$ cat src/lcdseq_pkg.sv
// ----------------------------------------------------------------------------
// lcdseq_pkg
// Shared types, codes and constants of the character LCD write sequencer.
// ----------------------------------------------------------------------------
package lcdseq_pkg;

    localparam int TICK_W     = 16;
    localparam int BYTE_W     = 8;
    localparam int NIBBLE_W   = 4;
    localparam int CMD_W      = 2;
    localparam int COL_W      = 5;
    localparam int IDX_W      = 3;

    // Request kinds.
    localparam logic [CMD_W-1:0] CMD_INIT   = 2'd0;
    localparam logic [CMD_W-1:0] CMD_BYTE   = 2'd1;
    localparam logic [CMD_W-1:0] CMD_CURSOR = 2'd2;
    localparam logic [CMD_W-1:0] CMD_TEXT   = 2'd3;

    // Configuration register indexes.
    localparam logic [1:0] REG_SETUP   = 2'd0;
    localparam logic [1:0] REG_PULSE   = 2'd1;
    localparam logic [1:0] REG_CMD_SET = 2'd2;
    localparam logic [1:0] REG_DAT_SET = 2'd3;

    localparam logic [TICK_W-1:0] SETUP_RESET   = 16'd10;
    localparam logic [TICK_W-1:0] PULSE_RESET   = 16'd200;
    localparam logic [TICK_W-1:0] CMD_SET_RESET = 16'd8000;
    localparam logic [TICK_W-1:0] DAT_SET_RESET = 16'd20;

    localparam logic [COL_W-1:0]  WRAP_COLUMN         = 5'd16;
    localparam logic [BYTE_W-1:0] SECOND_LINE_ADDRESS = 8'h40;
    localparam logic [BYTE_W-1:0] CURSOR_CMD          = 8'h80;

    localparam int INIT_COUNT = 6;

    // Pin states within one byte.
    localparam logic [IDX_W-1:0] PIN_HI_SETUP = 3'd0;
    localparam logic [IDX_W-1:0] PIN_HI_PULSE = 3'd1;
    localparam logic [IDX_W-1:0] PIN_HI_DROP  = 3'd2;
    localparam logic [IDX_W-1:0] PIN_LO_SETUP = 3'd3;
    localparam logic [IDX_W-1:0] PIN_LO_PULSE = 3'd4;
    localparam logic [IDX_W-1:0] PIN_LO_SETTLE = 3'd5;

    typedef struct packed {
        logic             load;
        logic             emit;
        logic             last;
        logic [IDX_W-1:0] byte_idx;
        logic [IDX_W-1:0] pin_idx;
    } ctrl_cmd_t;

    typedef struct packed {
        logic out_free;
        logic is_init;
        logic wrap;
    } dp_status_t;

    function automatic logic [BYTE_W-1:0] init_byte(input logic [IDX_W-1:0] idx);
        logic [BYTE_W-1:0] b;
        begin
            case (idx)
                3'd0:    b = 8'h33;
                3'd1:    b = 8'h32;
                3'd2:    b = 8'h28;
                3'd3:    b = 8'h0D;
                3'd4:    b = 8'h1C;
                3'd5:    b = 8'h01;
                default: b = 8'h00;
            endcase
            return b;
        end
    endfunction

endpackage

$ cat src/char_lcd_nibble_write_sequencer.sv
// ----------------------------------------------------------------------------
// char_lcd_nibble_write_sequencer
// Turns LCD requests into timed pin states for a 4-bit character LCD bus.
// ----------------------------------------------------------------------------
//  Channel   Direction  Beat contents
//  s_axis    in         tdata: byte_value, text_start; tuser: command
//  m_axis    out        tdata: data_nibble, read_write, enable, hold_ticks;
//                       tuser: reg_select; tlast: last
//  apb       in/out     four 16-bit timing registers at 0x0, 0x4, 0x8, 0xC
//
// The sequencer takes a request, then emits one pin state per cycle while the
// output stage is free, walking the bytes of the request: one for a byte or
// cursor request, two for a character with a line wrap, six for init.
// Reset is synchronous and restores the register defaults and clears the text
// column. A stalled output holds the sequencer in place.
module char_lcd_nibble_write_sequencer
    import lcdseq_pkg::*;
(
    input  logic        aclk,
    input  logic        aresetn,
    input  logic        s_tvalid,
    output logic        s_tready,
    input  logic [15:0] s_tdata,   // [7:0] byte_value, [8] text_start, rest zero
    input  logic [1:0]  s_tuser,   // [1:0] command
    output logic        m_tvalid,
    input  logic        m_tready,
    output logic [23:0] m_tdata,   // [3:0] data_nibble, [4] read_write,
                                   // [5] enable, [21:6] hold_ticks, rest zero
    output logic [0:0]  m_tuser,   // [0] reg_select
    output logic        m_tlast,
    input  logic        psel,
    input  logic        penable,
    input  logic        pwrite,
    input  logic [3:0]  paddr,
    input  logic [31:0] pwdata,
    output logic [31:0] prdata,
    output logic        pready
);

    logic [TICK_W-1:0]   setup_reg, pulse_reg, cmd_set_reg, dat_set_reg;
    logic                cfg_write;
    logic [1:0]          cfg_idx;
    ctrl_cmd_t           cmd;
    dp_status_t          status;
    logic [NIBBLE_W-1:0] nibble;
    logic                rs;
    logic                enable;
    logic [TICK_W-1:0]   hold;

    assign pready    = 1'b1;
    assign cfg_write = psel && penable && pwrite && pready;
    assign cfg_idx   = paddr[3:2];

    always_ff @(posedge aclk) begin
        if (!aresetn) begin
            setup_reg   <= SETUP_RESET;
            pulse_reg   <= PULSE_RESET;
            cmd_set_reg <= CMD_SET_RESET;
            dat_set_reg <= DAT_SET_RESET;
        end else if (cfg_write) begin
            case (cfg_idx)
                REG_SETUP:   setup_reg   <= pwdata[TICK_W-1:0];
                REG_PULSE:   pulse_reg   <= pwdata[TICK_W-1:0];
                REG_CMD_SET: cmd_set_reg <= pwdata[TICK_W-1:0];
                REG_DAT_SET: dat_set_reg <= pwdata[TICK_W-1:0];
                default:     ;
            endcase
        end
    end

    always_comb begin
        case (cfg_idx)
            REG_SETUP:   prdata = {16'd0, setup_reg};
            REG_PULSE:   prdata = {16'd0, pulse_reg};
            REG_CMD_SET: prdata = {16'd0, cmd_set_reg};
            REG_DAT_SET: prdata = {16'd0, dat_set_reg};
            default:     prdata = '0;
        endcase
    end

    lcdseq_ctrl u_ctrl (
        .aclk     (aclk),
        .aresetn  (aresetn),
        .s_tvalid (s_tvalid),
        .s_tready (s_tready),
        .status   (status),
        .cmd      (cmd)
    );

    lcdseq_dpath u_dpath (
        .aclk                 (aclk),
        .aresetn              (aresetn),
        .cmd                  (cmd),
        .status               (status),
        .in_command           (s_tuser),
        .in_byte_value        (s_tdata[7:0]),
        .in_text_start        (s_tdata[8]),
        .setup_ticks          (setup_reg),
        .pulse_ticks          (pulse_reg),
        .command_settle_ticks (cmd_set_reg),
        .data_settle_ticks    (dat_set_reg),
        .out_ready            (m_tready),
        .out_valid            (m_tvalid),
        .out_nibble           (nibble),
        .out_rs               (rs),
        .out_enable           (enable),
        .out_hold             (hold),
        .out_last             (m_tlast)
    );

    assign m_tdata = {2'b00, hold, enable, 1'b0, nibble};
    assign m_tuser = rs;

    // A taken request keeps the input closed while its pin states go out.
    a_busy_after_accept: assert property (@(posedge aclk) disable iff (!aresetn)
        (s_tvalid && s_tready) |=> !s_tready)
        else $error("input accepted again right after a request");

    // The final pin state of a request always has enable low.
    a_last_enable_low: assert property (@(posedge aclk) disable iff (!aresetn)
        (m_tvalid && m_tlast) |-> !m_tdata[5])
        else $error("final pin state with enable high");

    // Emitting never happens while the input side is open.
    a_no_emit_idle: assert property (@(posedge aclk) disable iff (!aresetn)
        cmd.emit |-> !s_tready)
        else $error("pin state emitted while idle");

endmodule

$ cat src/lcdseq_ctrl.sv
// ----------------------------------------------------------------------------
// lcdseq_ctrl
// Sequencer state machine: takes a request, then walks bytes and pin states.
// ----------------------------------------------------------------------------
module lcdseq_ctrl
    import lcdseq_pkg::*;
(
    input  logic       aclk,
    input  logic       aresetn,
    input  logic       s_tvalid,
    output logic       s_tready,
    input  dp_status_t status,
    output ctrl_cmd_t  cmd
);

    localparam logic ST_IDLE = 1'b0;
    localparam logic ST_RUN  = 1'b1;

    logic             state_reg, state_next;
    logic [IDX_W-1:0] byte_reg, byte_next;
    logic [IDX_W-1:0] pin_reg, pin_next;
    logic             last_byte;

    always_comb begin
        if (status.is_init) begin
            last_byte = (byte_reg == IDX_W'(INIT_COUNT - 1));
        end else if (status.wrap) begin
            last_byte = (byte_reg == 3'd1);
        end else begin
            last_byte = (byte_reg == 3'd0);
        end
    end

    always_comb begin
        state_next   = state_reg;
        byte_next    = byte_reg;
        pin_next     = pin_reg;
        s_tready     = (state_reg == ST_IDLE);
        cmd.load     = 1'b0;
        cmd.emit     = 1'b0;
        cmd.last     = last_byte && (pin_reg == PIN_LO_SETTLE);
        cmd.byte_idx = byte_reg;
        cmd.pin_idx  = pin_reg;
        case (state_reg)
            ST_IDLE: begin
                if (s_tvalid) begin
                    cmd.load   = 1'b1;
                    state_next = ST_RUN;
                    byte_next  = '0;
                    pin_next   = '0;
                end
            end
            ST_RUN: begin
                if (status.out_free) begin
                    cmd.emit = 1'b1;
                    if (pin_reg == PIN_LO_SETTLE) begin
                        pin_next = '0;
                        if (last_byte) begin
                            state_next = ST_IDLE;
                        end else begin
                            byte_next = byte_reg + 3'd1;
                        end
                    end else begin
                        pin_next = pin_reg + 3'd1;
                    end
                end
            end
            default: begin
                state_next = ST_IDLE;
            end
        endcase
    end

    always_ff @(posedge aclk) begin
        if (!aresetn) begin
            state_reg <= ST_IDLE;
            byte_reg  <= '0;
            pin_reg   <= '0;
        end else begin
            state_reg <= state_next;
            byte_reg  <= byte_next;
            pin_reg   <= pin_next;
        end
    end

endmodule

$ cat src/lcdseq_dpath.sv
// ----------------------------------------------------------------------------
// lcdseq_dpath
// Request registers, text column counter, pin state builder and output stage.
// ----------------------------------------------------------------------------
module lcdseq_dpath
    import lcdseq_pkg::*;
(
    input  logic                aclk,
    input  logic                aresetn,
    input  ctrl_cmd_t           cmd,
    output dp_status_t          status,
    input  logic [CMD_W-1:0]    in_command,
    input  logic [BYTE_W-1:0]   in_byte_value,
    input  logic                in_text_start,
    input  logic [TICK_W-1:0]   setup_ticks,
    input  logic [TICK_W-1:0]   pulse_ticks,
    input  logic [TICK_W-1:0]   command_settle_ticks,
    input  logic [TICK_W-1:0]   data_settle_ticks,
    input  logic                out_ready,
    output logic                out_valid,
    output logic [NIBBLE_W-1:0] out_nibble,
    output logic                out_rs,
    output logic                out_enable,
    output logic [TICK_W-1:0]   out_hold,
    output logic                out_last
);

    logic [CMD_W-1:0]    kind_reg;
    logic [BYTE_W-1:0]   value_reg;
    logic                wrap_reg;
    logic [COL_W-1:0]    col_reg;
    logic [COL_W-1:0]    col_eff;
    logic                valid_reg;
    logic [NIBBLE_W-1:0] nibble_reg;
    logic                rs_reg;
    logic                enable_reg;
    logic [TICK_W-1:0]   hold_reg;
    logic                last_reg;

    logic [BYTE_W-1:0]   cur_byte;
    logic                cur_rs;
    logic [NIBBLE_W-1:0] cur_nibble;
    logic                cur_enable;
    logic [TICK_W-1:0]   cur_hold;

    assign col_eff = in_text_start ? '0 : col_reg;

    always_ff @(posedge aclk) begin
        if (!aresetn) begin
            col_reg <= '0;
        end else if (cmd.load && (in_command == CMD_TEXT)) begin
            // Counter stops one past the wrap column until the next string.
            if (col_eff <= WRAP_COLUMN) begin
                col_reg <= col_eff + 5'd1;
            end else begin
                col_reg <= col_eff;
            end
        end
    end

    always_ff @(posedge aclk) begin
        if (cmd.load) begin
            kind_reg  <= in_command;
            value_reg <= in_byte_value;
            wrap_reg  <= (in_command == CMD_TEXT) && (col_eff == WRAP_COLUMN);
        end
    end

    always_comb begin
        cur_rs = 1'b0;
        case (kind_reg)
            CMD_INIT:   cur_byte = init_byte(cmd.byte_idx);
            CMD_BYTE:   cur_byte = value_reg;
            CMD_CURSOR: cur_byte = CURSOR_CMD | value_reg;
            CMD_TEXT: begin
                if (wrap_reg && (cmd.byte_idx == 3'd0)) begin
                    cur_byte = CURSOR_CMD | SECOND_LINE_ADDRESS;
                end else begin
                    cur_byte = value_reg;
                    cur_rs   = 1'b1;
                end
            end
            default:    cur_byte = value_reg;
        endcase
    end

    always_comb begin
        cur_nibble = (cmd.pin_idx < PIN_LO_SETUP) ? cur_byte[7:4] : cur_byte[3:0];
        cur_enable = (cmd.pin_idx == PIN_HI_PULSE) || (cmd.pin_idx == PIN_LO_PULSE);
        case (cmd.pin_idx)
            PIN_HI_PULSE, PIN_LO_PULSE: cur_hold = pulse_ticks;
            PIN_LO_SETTLE: cur_hold = cur_rs ? data_settle_ticks : command_settle_ticks;
            default:       cur_hold = setup_ticks;
        endcase
    end

    always_ff @(posedge aclk) begin
        if (!aresetn) begin
            valid_reg <= 1'b0;
        end else if (cmd.emit) begin
            valid_reg <= 1'b1;
        end else if (out_ready) begin
            valid_reg <= 1'b0;
        end
    end

    always_ff @(posedge aclk) begin
        if (cmd.emit) begin
            nibble_reg <= cur_nibble;
            rs_reg     <= cur_rs;
            enable_reg <= cur_enable;
            hold_reg   <= cur_hold;
            last_reg   <= cmd.last;
        end
    end

    assign status.out_free = !valid_reg || out_ready;
    assign status.is_init  = (kind_reg == CMD_INIT);
    assign status.wrap     = wrap_reg;

    assign out_valid  = valid_reg;
    assign out_nibble = nibble_reg;
    assign out_rs     = rs_reg;
    assign out_enable = enable_reg;
    assign out_hold   = hold_reg;
    assign out_last   = last_reg;

endmodule
$ cat config.mk
export PLATFORM = sky130hd
export DESIGN_NAME = char_lcd_nibble_write_sequencer
export DESIGN_NICKNAME = d
export VERILOG_FILES = /design/src/lcdseq_pkg.sv /design/src/char_lcd_nibble_write_sequencer.sv /design/src/lcdseq_ctrl.sv /design/src/lcdseq_dpath.sv
export SDC_FILE = /design/constraint.sdc
export NUM_CORES = 1
export LEC_CHECK = 0
export ABC_AREA = 1
export BUFFER_PORTS_ARGS = -buffer_cell sky130_fd_sc_hd__buf_2
export CORE_AREA = 2 2 90 127
export DETAILED_ROUTE_END_ITERATION = 10
export DIE_AREA = 0 0 92 129
export PLACE_DENSITY = 0.76
export SETUP_SLACK_MARGIN = 0.05
export SKIP_CTS_REPAIR_TIMING = 1
export SLEW_MARGIN = 20
export SYNTH_ARGS = -nofsm -noshare
export SYNTH_HDL_FRONTEND = slang
export SYNTH_SLANG_ARGS = --single-unit
$ cat constraint.sdc
create_clock -name aclk -period 1.65 [get_ports aclk]
set_input_delay 0.165 -clock aclk [delete_from_list [all_inputs] [get_ports aclk]]
set_output_delay 0.165 -clock aclk [all_outputs]
set_load 0.03 [all_outputs]
==> run_results.csv, run 1 <==
group,metric,value,unit
clocking,clockRootBuffer,"clkbuf_16",
critical_path,critPathKind,"reg2reg",
placed_design,dpl.cell_count,879,
global_route,track_usage,0.233,
cells_and_area,area_delta_synth_final,22.7,%
yosys,ys_ff_latch,111,
yosys,synth_seq_area_share,0.494,
critical_path,start_kind,"register",
cells_and_area,fill_cells,943,
timing,relSlewSlack,0.646,
drt,dr.pass1.iters,5,
timing,tightest_slew,0.529,ns
clocking,h-tree-depth,3,
timing,rsz0062_at_grt,"yes",
floorplan,row_count,45,
pwr,internal_power,4.51,mW
floorplan,die_y,129,um
clocking,clk_latency,0.36,ns
pwr,p_leak,2.77,nW
clocking,clock_sink_count,111,
cells_and_area,n_antenna_cell,0,
timing,setup_viol,0,
placed_design,pre_cts_slack,-0.0106,ns
cells_and_area,drive_gt1_frac,0.213,
pwr,p_sw,1.60,mW
critical_path,required,1.88,ns
global_route,grt_max_degree,48,
global_route,grt_pass1_vias,4633,
timing,clock_skew,0.00914,ns
pwr,power_density,961,nW/um2
hold_path,min_path_type,"in2reg",
timing,finalCritPeriodShare,0.952,
yosys,yosys_warnings,0,
yosys,syn_inst,661,
pwr,power.share.clock,0.391,
timing,fin_setup_tns,0,ns
cells_and_area,fin_util,0.595,
placed_design,portBuffers,76,
clocking,cts_tree,"yes",
drt,dr.first_iter.drc_count,473,
drt,route.detailed.drc,0,
placed_design,post-dp-hpwl,9.49,mm
floorplan,io_pins,122,
status,status,"complete, no violations",
global_route,grt.overflow.total,0,
global_route,grt_pass1_wl,21.7,mm
cells_and_area,nets,837,
clocking,numCtsBuffers,9,
placed_design,finalWeightedCongestion,0.917,
floorplan,die-area,11900,um2
floorplan,start_util,0.485,
yosys,yosysUniqueCellTypes,31,
timing,fin_crit,1.57,ns
floorplan,dieWidth,92,um
floorplan,core_region_area,10700,um2
critical_path,endpoint_kind,"register",
pwr,p_comb_frac,0.124,
pwr,power_frac_seq,0.484,
clocking,clockBufferDepth,2,
pwr,ir_drop,0.000462,V
drt,wirelength,14.4,mm
timing,clock.fmax,636,MHz
timing,slew_violations,0,
critical_path,critPathMaxFanout,4,
yosys,avgSynthCellArea,7.84,um2
drt,wire_per_inst,15.7,um
run,drv_cap,0,
global_route,grt_antenna_before_repair,0,
drt,vias,4972,
drt,via_per_inst,5.43,
cells_and_area,final_cells,916,
timing,final-hold-violation-count,0,
pwr,switching_share,0.262,
critical_path,crit_arrival,1.80,ns
clocking,clk_pin_slew,0.07,ns
yosys,synthesis.area,5180,um2
timing,fin_ws,0.0788,ns
drt,ant_nets,0,
final cells by class:
cell class / count / area [um2] / area share
clock buffers: 11 / 275 / 0.0433
clock inverters: 5 / 58.8 / 0.00924
well taps: 141 / 176 / 0.0277
multi-input cells: 468 / 2260 / 0.356
inverters: 54 / 206 / 0.0325
repair buffers: 126 / 817 / 0.128
flip-flops and latches: 111 / 2560 / 0.403
synth_stat cells:
master	n	area, um2
buf_6	2	22.5
edfxtp_1	34	1020
inv_2	5	18.8
ha_1	6	75.1
o21ai_0	73	365
o211ai_1	9	67.6
a22o_1	1	8.76
clkbuf_1	11	41.3
a22oi_1	1	7.51
nand3_1	41	205
nor2_2	4	25.0
o21ai_2	1	8.76
conb_1	2	7.51
a21oi_1	40	200
mux2i_1	1	10.0
buf_1	1	3.75
nand4_1	3	18.8
nor2_1	96	360
buf_4	25	188
nor2_4	4	45.0
inv_1	49	184
a31o_2	1	8.76
nor3_1	1	5.00
nor4_1	1	6.26
o22ai_1	1	6.26
buf_2	8	40.0
nand2_2	4	25.0
o21ai_1	1	5.00
dfxtp_1	77	1540
nand2_1	144	541
o2111ai_1	14	123
per-layer routing:
layer	track usage	vias up	wire length (um)
met3	0.0439	49	968
met1	0.259	2293	5410
met2	0.423	246	7490
li1	-	2384	-
met4	0.120	0	507
met5	0	-	0
final timing paths:
kind / from / end / slack (ns) / cells after the start
setup / recovery: u_ctrl.byte_reg[1]$_SDFFE_PN0P_ / u_ctrl.byte_reg[1]$_SDFFE_PN0P_ / 0.08 / 9
hold / removal: s_tuser[1] / u_dpath.kind_reg[1]$_DFFE_PP_ / 0.004 / 1
setup reg to reg: u_ctrl.byte_reg[1]$_SDFFE_PN0P_ / u_ctrl.byte_reg[1]$_SDFFE_PN0P_ / 0.08 / 9
hold reg to reg: cmd_set_reg[2]$_SDFFE_PN0P_ / cmd_set_reg[2]$_SDFFE_PN0P_ / 0.48 / 2
cell families after synthesis:
group / share of synthesized area
flip-flops: 0.494
AND/OR/NAND/NOR: 0.237
adder cells (fa/ha/maj): 0.0145
buffers and inverters: 0.0960
other: 0.00145
multiplexers: 0.00193
AO/OA/AOI/OAI: 0.154
through the flow:
step	hold WS, ns	power [mW]	cell area (um2)
finish	0.00446	6.11	6360
global route	0.00505	6.30	6360
CTS	-0.0252	6.06	6110
detailed placement	0.345	3.71	5780
global placement	0.345	3.70	5780
floorplan	0.264	3.50	5250
power groups by stage:
stage	Combinational, mW	Sequential [mW]	Clock, mW
after global placement	0.683	3.01	0
after detailed placement	0.698	3.02	0
final	0.760	2.96	2.39
after CTS	0.700	2.95	2.41
after global routing	0.814	2.97	2.52
after floorplan	0.422	3.07	0
layout by cell type (no fill, tap or decap), types with 14 or more instances in the layout:
master,synthesis,layout
o2111ai_1,14,14
nand3_1,41,40
conb_1,2,20
edfxtp_1,34,34
inv_1,49,44
nor2_1,96,93
nand2_1,144,142
dfxtp_1,77,77
buf_2,8,76
a21oi_1,40,40
buf_4,25,38
o21ai_0,73,71
worst max-delay path, stage by stage, from the launching register on:
cell and delay (ns):
dfxtp_1 0.36, inv_2 0.06, buf_4 0.14, ha_1 0.21, nand3_1 0.11, nand3_1 0.11, nand2_1 0.18, nand2_2 0.11
nand3_1 0.11, a21oi_1 0.07
Note: power is estimated with default switching activity, not from simulation.
==> run 2, diff against run 1 <==
- CORE_AREA: 2 2 90 127 -> 2 2 100 140
- DIE_AREA: 0 0 92 129 -> 0 0 102 142
- PLACE_DENSITY: 0.76 -> unset
==> run 2 against run 1 <==
Net effect:
- clock power fell by 5%
- final cell count grew 2.8%
- register-to-register slack hardly changed
- largest power group unchanged
- highest routed layer unchanged
==> run_results.csv, run 2 (synthesis gave the netlist of run 1 again) <==
group,metric,value,unit
placed_design,post-dp-hpwl,9.64,mm
pwr,p_leak,2.71,nW
critical_path,critPathMaxFanout,24,
clocking,clockBufferDepth,2,
timing,relSlewSlack,0.616,
clocking,clk_latency,0.35,ns
drt,wire_per_inst,15.4,um
drt,via_per_inst,5.06,
cells_and_area,drive_gt1_frac,0.184,
placed_design,pre_cts_slack,-0.0483,ns
cells_and_area,nets,822,
placed_design,portBuffers,76,
pwr,ir_drop,0.000395,V
drt,route.detailed.drc,0,
timing,clock.fmax,639,MHz
global_route,grt_antenna_before_repair,0,
drt,vias,4764,
hold_path,min_path_type,"in2reg",
critical_path,critPathKind,"reg2reg",
cells_and_area,layout_commonest_cell,"nand2_1",
placed_design,finalWeightedCongestion,0.800,
drt,dr.pass1.iters,4,
global_route,grt_pass1_vias,4611,
timing,slew_violations,0,
clocking,clk_pin_slew,0.07,ns
timing,clock_skew,0.00442,ns
run,drv_cap,0,
timing,fin_ws,0.0861,ns
clocking,clock_sink_count,111,
critical_path,crit_arrival,1.65,ns
floorplan,io_pins,122,
critical_path,path_delay_family,"flip-flops",
clocking,clockRootBuffer,"clkbuf_16",
floorplan,row_count,50,
clocking,cts_tree,"yes",
pwr,power_density,954,nW/um2
cells_and_area,regArea,2560,um2
critical_path,cp_num_buf_inv,2,
floorplan,dieWidth,102,um
timing,fin_crit,1.56,ns
cells_and_area,layout_common_cells,"nand2_1, nor2_1, dfxtp_1, buf_2, o21ai_0",
timing,setup_viol,0,
clocking,numCtsBuffers,9,
critical_path,cpMaxStageDelayCell,"dfxtp_1",
cells_and_area,fill_cells,1352,
global_route,grt.overflow.total,0,
drt,wirelength,14.5,mm
timing,rsz0062_at_grt,"yes",
critical_path,start_kind,"register",
critical_path,required,1.74,ns
cells_and_area,area_delta_synth_final,20.9,%
global_route,grt_max_degree,40,
timing,holdWs,0.00864,ns
timing,finalCritPeriodShare,0.948,
global_route,grt_pass1_wl,22.3,mm
timing,final-hold-violation-count,0,
cells_and_area,multiInputGateArea,2220,um2
status,status,"complete, no violations",
floorplan,core_region_area,13300,um2
timing,tightest_slew,0.575,ns
critical_path,path_cells,"inv_1, ha_1, nand3_2, nand2_4, buf_12, o21ai_0, nand3_1",
floorplan,start_util,0.391,
global_route,track_usage,0.202,
clocking,h-tree-depth,3,
cells_and_area,n_antenna_cell,0,
critical_path,max_stage_delay,0.33,ns
drt,dr.first_iter.drc_count,268,
floorplan,die-area,14500,um2
drt,ant_nets,0,
critical_path,endpoint_kind,"register",
floorplan,die_y,142,um
==> run 2: changes by cell type in the layout (fill, tap and decap cells not counted), sizes merged <==
| cell | before | now |
|---|---|---|
| nand2 | 149 | 148 |
| clkbuf | 11 | 10 |
| bufinv | 1 | 2 |
| clkinv | 2 | 4 |
| buf | 118 | 104 |
| clkinvlp | 2 | 0 |
==> run 2: through the flow <==
| step | total power, mW | area [um2] | instances | utilization | setup TNS [ns] |
|---|---|---|---|---|---|
| floorplan | 3.50 | 5250 | 679 | - | 0 |
| global placement | 3.72 | 5840 | 917 | 0.441 | -0.0131 |
| detailed placement | 3.74 | 5840 | 917 | 0.441 | -0.250 |
| CTS | 5.99 | 6150 | 933 | 0.463 | -0.643 |
| global route | 6.18 | 6270 | 942 | 0.473 | 0 |
| finish | 5.98 | 6270 | 942 | 0.473 | 0 |
==> run 2: final timing paths <==
path	startpoint	to	slack, ns	depth (start not counted)
min reg2reg	u_dpath.col_reg[4]$_SDFFE_PN0P_	u_dpath.col_reg[4]$_SDFFE_PN0P_	0.47	2
max	u_ctrl.byte_reg[0]$_SDFFE_PN0P_	u_dpath.out_hold[13]$_DFFE_PP_	0.09	7
min	s_tuser[0]	u_dpath.kind_reg[0]$_DFFE_PP_	0.009	1
max reg2reg	u_ctrl.byte_reg[0]$_SDFFE_PN0P_	u_dpath.out_hold[13]$_DFFE_PP_	0.09	7
==> run 2: area by class of cell <==
class                   instances  share of cell area
well taps                     182              0.0363
multi-input cells             467               0.355
clock inverters                 6              0.0120
flip-flops and latches        111               0.409
repair buffers                112               0.119
clock buffers                  10              0.0365
inverters                      54              0.0323
==> run 2: layer usage <==
layer | vias up | track usage | share of wire | wire length, um
met4 | 0 | 0.0863 | 0.023 | 336
met2 | 162 | 0.356 | 0.52 | 7510
li1 | 2341 | - | - | -
met3 | 22 | 0.0359 | 0.055 | 806
met5 | - | 0 | 0 | 0
met1 | 2239 | 0.237 | 0.41 | 5890
==> run 2: report_power, final <==
| group | internal [mW] | switching, mW | leakage (nW) | total (mW) |
|---|---|---|---|---|
| Clock | 1.31 | 0.968 | 0.147 | 2.28 |
| Combinational | 0.219 | 0.526 | 1.61 | 0.745 |
| Sequential | 2.91 | 0.0444 | 0.954 | 2.96 |
| Total | 4.44 | 1.54 | 2.71 | 5.98 |
==> run 2: worst register-to-register path, cell delays in order (launching register included) <==
cell and delay [ns]:
dfxtp_1 0.33, inv_1 0.06, ha_1 0.22, nand3_2 0.11, nand2_4 0.09, buf_12 0.17, o21ai_0 0.22, nand3_1 0.11
